## src/rtl/tlb_pkg.sv

```systemverilog
// shared types and constants for the tilt to led brightness core
`default_nettype none

package tlb_pkg;

  localparam int LEVEL_W    = 8;
  localparam int QBIT_W     = 3;
  localparam int CFG_DATA_W = 17;
  localparam int ALPHA_W    = 17;
  localparam int ANGLE_W    = 15;
  localparam int AVG_W      = 32;
  localparam int CORDIC_W   = 35;
  localparam int ZACC_W     = 25;
  localparam int TABLE_LEN  = 24;
  localparam int STEP_W     = 5;
  localparam int ARC_W      = 23;

  typedef logic [1:0] cfg_idx_t;

  localparam cfg_idx_t CFG_SMOOTHING = 2'd0;
  localparam cfg_idx_t CFG_FULL_OFF  = 2'd1;

  localparam logic [ALPHA_W-1:0] ALPHA_RESET    = 17'd6554;
  localparam logic [ALPHA_W-1:0] ALPHA_ONE      = 17'd65536;
  localparam logic [ANGLE_W-1:0] FULL_OFF_RESET = 15'd7680;
  localparam logic [ANGLE_W-1:0] DEADBAND_ANGLE = 15'd2048;

  localparam logic [LEVEL_W-1:0] LEVEL_FULL = 8'hFF;
  localparam logic [LEVEL_W-1:0] LEVEL_OFF  = 8'h00;

  localparam logic signed [CORDIC_W-1:0] ONE_G_SCALED = 35'sd1073741824;
  localparam logic signed [ZACC_W-1:0]   ROUND_HALF   = 25'sd128;

  // arctangent of 2^-i in 2^-16 degree
  localparam logic [ARC_W-1:0] ARC_TABLE [TABLE_LEN] = '{
    23'd2949120, 23'd1740967, 23'd919879, 23'd466945, 23'd234379, 23'd117304,
    23'd58666,   23'd29335,   23'd14668,  23'd7334,   23'd3667,   23'd1833,
    23'd917,     23'd458,     23'd229,    23'd115,    23'd57,     23'd29,
    23'd14,      23'd7,       23'd4,      23'd2,      23'd1,      23'd0
  };

  typedef enum logic [3:0] {
    ST_IDLE,
    ST_MUL,
    ST_EMA,
    ST_CINIT,
    ST_CORDIC,
    ST_ROUND,
    ST_LEVEL,
    ST_DIV,
    ST_DONE
  } tlb_state_e;

  typedef enum logic {
    AXIS_X,
    AXIS_Y
  } tlb_axis_e;

endpackage

`default_nettype wire

```

## src/rtl/tilt_to_led_brightness_core.sv

```systemverilog
// tilt to led brightness core: ema smoothing, cordic tilt and led fade levels
// each accepted word runs the x axis then the y axis through ema multiply and update,
// cordic init and iterations, rounding and level, and for a tilt in the fade band a divide
// one word at a time, next word taken in the cycle after the result is loaded
// both axes share the cordic add/shift unit and the bit-serial divider
// reset clears control, both averages and sets the registers to their defaults
`default_nettype none

module tilt_to_led_brightness_core #(
  parameter int SAMPLE_BITS = 16,
  parameter int ATAN_STEPS  = 16
) (
  input  logic                                clk_i,
  input  logic                                rst_ni,
  input  logic                                in_valid_i,
  output logic                                in_stall_o,
  input  logic signed [SAMPLE_BITS-1:0]       accel_x_i,
  input  logic signed [SAMPLE_BITS-1:0]       accel_y_i,
  output logic                                out_valid_o,
  input  logic                                out_stall_i,
  output logic [tlb_pkg::LEVEL_W-1:0]         north_level_o,
  output logic [tlb_pkg::LEVEL_W-1:0]         east_level_o,
  output logic [tlb_pkg::LEVEL_W-1:0]         south_level_o,
  output logic [tlb_pkg::LEVEL_W-1:0]         west_level_o,
  input  logic                                cfg_valid_i,
  output logic                                cfg_ready_o,
  input  tlb_pkg::cfg_idx_t                   cfg_index_i,
  input  logic [tlb_pkg::CFG_DATA_W-1:0]      cfg_data_i
);

  import tlb_pkg::*;

  localparam int SCALE_SHIFT = AVG_W - SAMPLE_BITS;
  localparam int PROD_W      = ALPHA_W + 1 + AVG_W + 1;
  localparam int NUM_W       = ANGLE_W + LEVEL_W;
  localparam int SHD_W       = ANGLE_W + LEVEL_W - 1;
  localparam int ABS_W       = ZACC_W - LEVEL_W;

  tlb_state_e state_q, state_d;
  tlb_axis_e  axis_q;
  logic [STEP_W-1:0] step_q;
  logic [QBIT_W-1:0] bit_q;
  logic out_valid_q;

  logic signed [AVG_W-1:0] fx_q, fy_q;
  logic [ALPHA_W-1:0] alpha_q;
  logic [ANGLE_W-1:0] full_off_q;

  logic signed [AVG_W-1:0]    sx_q, sy_q;
  logic signed [PROD_W-1:0]   prod_q;
  logic signed [CORDIC_W-1:0] cx_q, cy_q;
  logic signed [ZACC_W-1:0]   cz_q;
  logic [ABS_W-1:0]           a_q;
  logic                       tneg_q;
  logic [NUM_W-1:0]           rem_q;
  logic [LEVEL_W-1:0]         quo_q;
  logic [LEVEL_W-1:0]         north_q, east_q, south_q, west_q;
  logic [LEVEL_W-1:0]         out_north_q, out_east_q, out_south_q, out_west_q;

  logic in_accept, out_load, lvl_wr;
  logic [LEVEL_W-1:0] lvl_val;

  logic [ALPHA_W-1:0]         alpha_eff;
  logic signed [AVG_W-1:0]    cur_s, cur_f, f_new;
  logic signed [AVG_W:0]      diff;
  logic signed [PROD_W-1:0]   prod;
  logic signed [CORDIC_W-1:0] f_ext, f_abs, xs, ys;
  logic                       y_pos;
  logic signed [ZACC_W-1:0]   arc, zr;
  logic signed [ABS_W-1:0]    r;
  logic [ABS_W-1:0]           r_abs;
  logic                       r_pos, t_neg;
  logic                       a_in_db, a_past_m;
  logic [ANGLE_W-1:0]         m_minus_a, den;
  logic [NUM_W-1:0]           num;
  logic [SHD_W-1:0]           den_sh;
  logic signed [NUM_W:0]      trial;
  logic                       trial_ok;
  logic [LEVEL_W-1:0]         quo_next;
  logic                       last_step;

  // shared datapath
  always_comb begin
    alpha_eff = (alpha_q > ALPHA_ONE) ? ALPHA_ONE : alpha_q;
    cur_s     = (axis_q == AXIS_X) ? sx_q : sy_q;
    cur_f     = (axis_q == AXIS_X) ? fx_q : fy_q;
    diff      = {cur_s[AVG_W-1], cur_s} - {cur_f[AVG_W-1], cur_f};
    prod      = $signed({1'b0, alpha_eff}) * diff;
    f_new     = cur_f + prod_q[AVG_W+15:16];
    f_ext     = {{(CORDIC_W-AVG_W){cur_f[AVG_W-1]}}, cur_f};
    f_abs     = f_ext[CORDIC_W-1] ? -f_ext : f_ext;

    xs        = cx_q >>> step_q;
    ys        = cy_q >>> step_q;
    y_pos     = !cy_q[CORDIC_W-1] && (cy_q != '0);
    arc       = $signed({{(ZACC_W-ARC_W){1'b0}}, ARC_TABLE[step_q]});
    last_step = (step_q == STEP_W'(ATAN_STEPS - 1));

    zr        = cz_q + ROUND_HALF;
    r         = zr[ZACC_W-1:LEVEL_W];
    r_abs     = r[ABS_W-1] ? ABS_W'(-r) : ABS_W'(r);
    r_pos     = !r[ABS_W-1] && (r != '0);
    t_neg     = cur_f[AVG_W-1] ? r_pos : r[ABS_W-1];

    a_in_db   = (a_q <= {{(ABS_W-ANGLE_W){1'b0}}, DEADBAND_ANGLE});
    a_past_m  = (a_q >= {{(ABS_W-ANGLE_W){1'b0}}, full_off_q});
    m_minus_a = full_off_q - a_q[ANGLE_W-1:0];
    num       = {m_minus_a, {LEVEL_W{1'b0}}} - {{LEVEL_W{1'b0}}, m_minus_a};
    den       = full_off_q - DEADBAND_ANGLE;
    den_sh    = {{(SHD_W-ANGLE_W){1'b0}}, den} << bit_q;
    trial     = $signed({1'b0, rem_q}) - $signed({{(NUM_W+1-SHD_W){1'b0}}, den_sh});
    trial_ok  = !trial[NUM_W];
    quo_next  = quo_q | ({{(LEVEL_W-1){1'b0}}, trial_ok} << bit_q);
  end

  // next state
  always_comb begin
    state_d = state_q;
    unique case (state_q)
      ST_IDLE:   if (in_accept) state_d = ST_MUL;
      ST_MUL:    state_d = ST_EMA;
      ST_EMA:    state_d = ST_CINIT;
      ST_CINIT:  state_d = ST_CORDIC;
      ST_CORDIC: if (last_step) state_d = ST_ROUND;
      ST_ROUND:  state_d = ST_LEVEL;
      ST_LEVEL: begin
        if (a_in_db || a_past_m) begin
          state_d = (axis_q == AXIS_Y) ? ST_DONE : ST_MUL;
        end else begin
          state_d = ST_DIV;
        end
      end
      ST_DIV: begin
        if (bit_q == '0) state_d = (axis_q == AXIS_Y) ? ST_DONE : ST_MUL;
      end
      ST_DONE:   if (out_load) state_d = ST_IDLE;
      default:   state_d = ST_IDLE;
    endcase
  end

  // control outputs
  always_comb begin
    in_stall_o = (state_q != ST_IDLE);
    in_accept  = in_valid_i && (state_q == ST_IDLE);
    out_load   = (state_q == ST_DONE) && (!out_valid_q || !out_stall_i);
    lvl_wr     = 1'b0;
    lvl_val    = LEVEL_FULL;
    unique case (state_q)
      ST_LEVEL: begin
        lvl_wr  = a_in_db || a_past_m;
        lvl_val = a_in_db ? LEVEL_FULL : LEVEL_OFF;
      end
      ST_DIV: begin
        lvl_wr  = (bit_q == '0);
        lvl_val = quo_next;
      end
      default: begin
        lvl_wr  = 1'b0;
        lvl_val = LEVEL_FULL;
      end
    endcase
  end

  always_ff @(posedge clk_i or negedge rst_ni) begin
    if (!rst_ni) begin
      state_q     <= ST_IDLE;
      axis_q      <= AXIS_X;
      step_q      <= '0;
      bit_q       <= '0;
      out_valid_q <= 1'b0;
      fx_q        <= '0;
      fy_q        <= '0;
      alpha_q     <= ALPHA_RESET;
      full_off_q  <= FULL_OFF_RESET;
    end else begin
      state_q     <= state_d;
      out_valid_q <= out_load || (out_valid_q && out_stall_i);
      if (in_accept) axis_q <= AXIS_X;
      else if (lvl_wr && axis_q == AXIS_X) axis_q <= AXIS_Y;
      if (state_q == ST_CINIT) step_q <= '0;
      else if (state_q == ST_CORDIC) step_q <= step_q + 1'b1;
      if (state_q == ST_LEVEL) bit_q <= QBIT_W'(LEVEL_W - 1);
      else if (state_q == ST_DIV) bit_q <= bit_q - 1'b1;
      if (state_q == ST_EMA) begin
        if (axis_q == AXIS_X) fx_q <= f_new;
        else fy_q <= f_new;
      end
      if (cfg_valid_i) begin
        unique case (cfg_index_i)
          CFG_SMOOTHING: alpha_q    <= cfg_data_i[ALPHA_W-1:0];
          CFG_FULL_OFF:  full_off_q <= cfg_data_i[ANGLE_W-1:0];
          default: ;
        endcase
      end
    end
  end

  always_ff @(posedge clk_i) begin
    if (in_accept) begin
      sx_q <= $signed({accel_x_i, {SCALE_SHIFT{1'b0}}});
      sy_q <= $signed({accel_y_i, {SCALE_SHIFT{1'b0}}});
    end
    if (state_q == ST_MUL) prod_q <= prod;
    if (state_q == ST_CINIT) begin
      cx_q <= ONE_G_SCALED;
      cy_q <= f_abs;
      cz_q <= '0;
    end else if (state_q == ST_CORDIC) begin
      if (y_pos) begin
        cx_q <= cx_q + ys;
        cy_q <= cy_q - xs;
        cz_q <= cz_q + arc;
      end else begin
        cx_q <= cx_q - ys;
        cy_q <= cy_q + xs;
        cz_q <= cz_q - arc;
      end
    end
    if (state_q == ST_ROUND) begin
      a_q    <= r_abs;
      tneg_q <= t_neg;
    end
    if (state_q == ST_LEVEL) begin
      rem_q <= num;
      quo_q <= '0;
    end else if (state_q == ST_DIV) begin
      if (trial_ok) rem_q <= trial[NUM_W-1:0];
      quo_q <= quo_next;
    end
    if (lvl_wr) begin
      if (axis_q == AXIS_X) begin
        east_q <= tneg_q ? lvl_val : LEVEL_FULL;
        west_q <= tneg_q ? LEVEL_FULL : lvl_val;
      end else begin
        north_q <= tneg_q ? lvl_val : LEVEL_FULL;
        south_q <= tneg_q ? LEVEL_FULL : lvl_val;
      end
    end
    if (out_load) begin
      out_north_q <= north_q;
      out_east_q  <= east_q;
      out_south_q <= south_q;
      out_west_q  <= west_q;
    end
  end

  assign out_valid_o   = out_valid_q;
  assign north_level_o = out_north_q;
  assign east_level_o  = out_east_q;
  assign south_level_o = out_south_q;
  assign west_level_o  = out_west_q;
  assign cfg_ready_o   = 1'b1;

endmodule

`default_nettype wire

```

## config.mk

```make
export PLATFORM = sky130hd
export DESIGN_NAME = tilt_to_led_brightness_core
export DESIGN_NICKNAME = d
export VERILOG_FILES = /design/src/rtl/tlb_pkg.sv /design/src/rtl/tilt_to_led_brightness_core.sv
export SDC_FILE = /design/constraint.sdc
export NUM_CORES = 2
export LEC_CHECK = 0
export BUFFER_PORTS_ARGS = -buffer_cell sky130_fd_sc_hd__buf_2
export CELL_PAD_IN_SITES_DETAIL_PLACEMENT = 1
export CELL_PAD_IN_SITES_GLOBAL_PLACEMENT = 1
export CORE_MARGIN = 1
export CORE_UTILIZATION = 55
export CTS_CLUSTER_SIZE = 12
export DETAILED_ROUTE_END_ITERATION = 12
export GPL_ROUTABILITY_DRIVEN = 0
export PLACE_DENSITY_LB_ADDON = 0.3
export SETUP_SLACK_MARGIN = 0.02
export SYNTH_ARGS = -nofsm -noshare
export SYNTH_HDL_FRONTEND = slang
export SYNTH_SLANG_ARGS = --single-unit
```

## constraint.sdc

```tcl
create_clock -name clk_i -period 22.7 [get_ports clk_i]
set_input_delay 4.54 -clock clk_i [delete_from_list [all_inputs] [get_ports clk_i]]
set_output_delay 4.54 -clock clk_i [all_outputs]
set_load 0.005 [all_outputs]
```

==> out/qor.csv <==
stage,metric,value,unit
outcome,outcome,"complete, no violations",
setup_path,end point of the critical path,prod_q[47]$_DFFE_PP_,
setup_path,worst r2r dst,prod_q[47]$_DFFE_PP_,
setup_path,Setup Crit Path Kind,reg2reg,
setup_path,slowest cell on the critical path,xnor2_1,
clocking,clock buffer depth,3,
timing,fin worst setup slack,10.55,ns
setup_path,"reg-to-reg slack, setup",10.55,ns
final_layout,register area,0.0103,mm2
timing,final max-slew violation count,0,
floorplanning,DIE AREA,0.0914,mm2
timing,total negative slack,0,ns
global_routing,initial antenna violation count,3,
synth,Synth Flop Type,edfxtp_1,
clocking,TritonCTS Buffers,44,
clocking,Post-CTS Setup Bufs,0,
clocking,PostCTS Resize Cnt,0,
place,I/O Buffers,89,
synth,Ys Warns,0,
synth,synthesized cell area,0.0496,mm2
timing,crit path time final,12.15,ns
synth,most area-consuming cells after synthesis,"fa_1 21%, edfxtp_1 12%, ha_1 8.3%",
final_layout,FILL cells,10300,
global_routing,gr ovfl total,0,
floorplanning,Chip Height,302,um
floorplanning,Core ar.,0.0889,mm2
timing,period utilisation layout,0.535,
route,DR iter-0 viols,3361,
global_routing,Overall Global Routing Usage,0.360,
setup_path,Crit. Startpoint,axis_q$_DFFE_PN0P_,
final_layout,Layout Nets,6439,
clocking,CTS Hold Bufs,0,
setup_path,CP Launch Type,register,
floorplanning,io pins,91,
route,vias per cell,6.21,
synth,post-synthesis async set-or-reset flop share,0.288,
place,Setup WS pre-CTS,10.93,ns
final_layout,"commonest non-fill, non-tap cell in the layout",inv_1,
setup_path,Worst Setup End Kind,register,
synth,sequential share of the synthesized area,0.207,
clocking,Worst-path clk slew,0.07,ns
global_routing,vias in the first global route,45900,
synth,number of synthesized flops with an enable pin,204,
timing,fmax,82.3,MHz
setup_path,"Data arrival, critical path",12.49,ns
final_layout,share of layout cells above drive strength 1,0.0927,
clocking,H-tree Lvls,2,
synth,synth unique cells,111,
final_layout,Multi-input gate area,0.0355,mm2
clocking,TritonCTS clock tree,yes,
synth,average size of a mapped cell,8.94,um2
clocking,CTS Sinks,382,
route,total number of vias,41800,
timing,actual slew at the worst max-slew pin,1.38,ns
route,drt total wl,162000,um
global_routing,first-pass GRT wire length,256000,um
clocking,"Clk Latency, worst-skew pair",0.60,ns
route,Routed Antenna Nets,0,
floorplanning,Die W,302,um
global_routing,maximum number of pins on one net before global-route repair,75,
floorplanning,Initial Util,0.558,
route,DRT Pass-1 Iters,5,
synth,Syn Inst Count,5550,
floorplanning,Site Rows,109,
synth,Yosys reg bits,382,
setup_path,crit path max fanout,45,
timing,Max-Slew Margin vs Limit,0.0725,
timing,skew final,0.0198,ns
run,maxcap violations,0,
synth,Synth top area share,0.208,
final_layout,most frequent cells in the layout,"783 x inv_1, 739 x nand2_1, 515 x fa_1",
synth,leading area contributor after synthesis,fa_1,
route,DRC Markers,0,
timing,Final Hold Fails,0,
final_layout,area grow syn2layout,6.16,%
synth,Mapped Nets,6450,
timing,RSZ-0062 raised after global routing,false,
setup_path,CP max stage delay,1.01,ns
min_path,worst hold path type,reg2reg,
route,WL per Instance,24.0,um
setup_path,Reg2Reg Depth,38,
timing,Hold Slack,0.420,ns
setup_path,WP data required,23.04,ns
timing,final setup fails,0,
setup_path,Reg-to-Reg Start,axis_q$_DFFE_PN0P_,
place,hpwl dp,125000,um
clocking,clk root buf,clkbuf_16,
[critical path, delay by kind of cell (launching register included)]
| family | cells | cell delay, ns |
|---|---|---|
| AO/OA/AOI/OAI | 17 | 3.86 |
| adder cells (fa/ha/maj) | 8 | 3.82 |
| XOR/XNOR | 2 | 1.23 |
| AND/OR/NAND/NOR | 5 | 1.00 |
| buffers and inverters | 5 | 0.83 |
| flip-flops | 1 | 0.60 |
| multiplexers | 1 | 0.47 |
[synthesized netlist by cell type (all sizes together), types with 87 or more instances]
library cell,number
inv,787
nand2,742
fa,515
nor2,463
ha,329
a21oi,295
xnor2,248
o21ai,235
edfxtp,204
clkbuf,159
xor2,135
nand3,114
mux2,108
dfrtp,99
mux2i,96
a21o,87
[final cells by class]
type | instances | share of cell area
Sequential cell | 382 | 0.195
Tap cell | 1165 | 0.0277
Timing Repair Buffer | 170 | 0.0201
Clock buffer | 65 | 0.0240
Multi-Input combinational cell | 4153 | 0.674
Inverter | 788 | 0.0562
Clock inverter | 17 | 0.00340
Antenna cell | 1 | 0.0000475
[routing by layer]
metal / track usage / wire length (um) / vias to the layer above
met4: 0.176 / 8530 / 0
li1: - / - / 18400
met1: 0.449 / 63400 / 21300
met2: 0.608 / 78100 / 1681
met3: 0.0567 / 11900 / 498
met5: 0 / 0 / -
[sequential cells by signal, summed over array words and instances, names as in the netlist, 15 cells and up]
name	flops
a_q	17
prod_q	32
rem_q	23
sx_q	16
fy_q	32
cz_q	25
cx_q	35
alpha_q	17
fx_q	32
full_off_q	15
sy_q	16
cy_q	35
[stage by stage]
stage	utilization	instances	cell area, um2
6_report	0.592	6741	52700
5_1_grt	0.592	6740	52700
4_1_cts	0.592	6740	52700
3_5_place_dp	0.576	6658	51200
3_3_place_gp	0.576	6658	51200
2_1_floorplan	-	5550	49600
[kinds of logic after synthesis]
group / share of synthesized area
AOI/OAI and AO/OA: 0.115
DFF: 0.207
adders and majority gates: 0.291
other: 0.0000756
buffers and inverters: 0.0809
muxes: 0.0846
xor gates and xnor gates: 0.0681
and+or+nand+nor: 0.154
[worst min path at each step]
| stage | startpoint | to | slack, ns | cells after the start |
|---|---|---|---|---|
| 2_1_floorplan | east_q[0]$_DFFE_PP_ | east_level_o[0]$_DFFE_PP_ | 0.40 | 0 |
| 3_3_place_gp | north_q[4]$_DFFE_PP_ | north_level_o[4]$_DFFE_PP_ | 0.40 | 0 |
| 3_5_place_dp | west_q[0]$_DFFE_PP_ | west_level_o[0]$_DFFE_PP_ | 0.41 | 0 |
| 4_1_cts | south_q[4]$_DFFE_PP_ | south_level_o[4]$_DFFE_PP_ | 0.42 | 0 |
| 5_1_grt | west_q[3]$_DFFE_PP_ | west_level_o[3]$_DFFE_PP_ | 0.43 | 0 |
| 6_report | south_q[4]$_DFFE_PP_ | south_level_o[4]$_DFFE_PP_ | 0.42 | 0 |
Power is left out: the tool's default activity adds up to more than one toggle a clock period on the data nets, which glitch-free logic cannot reach.
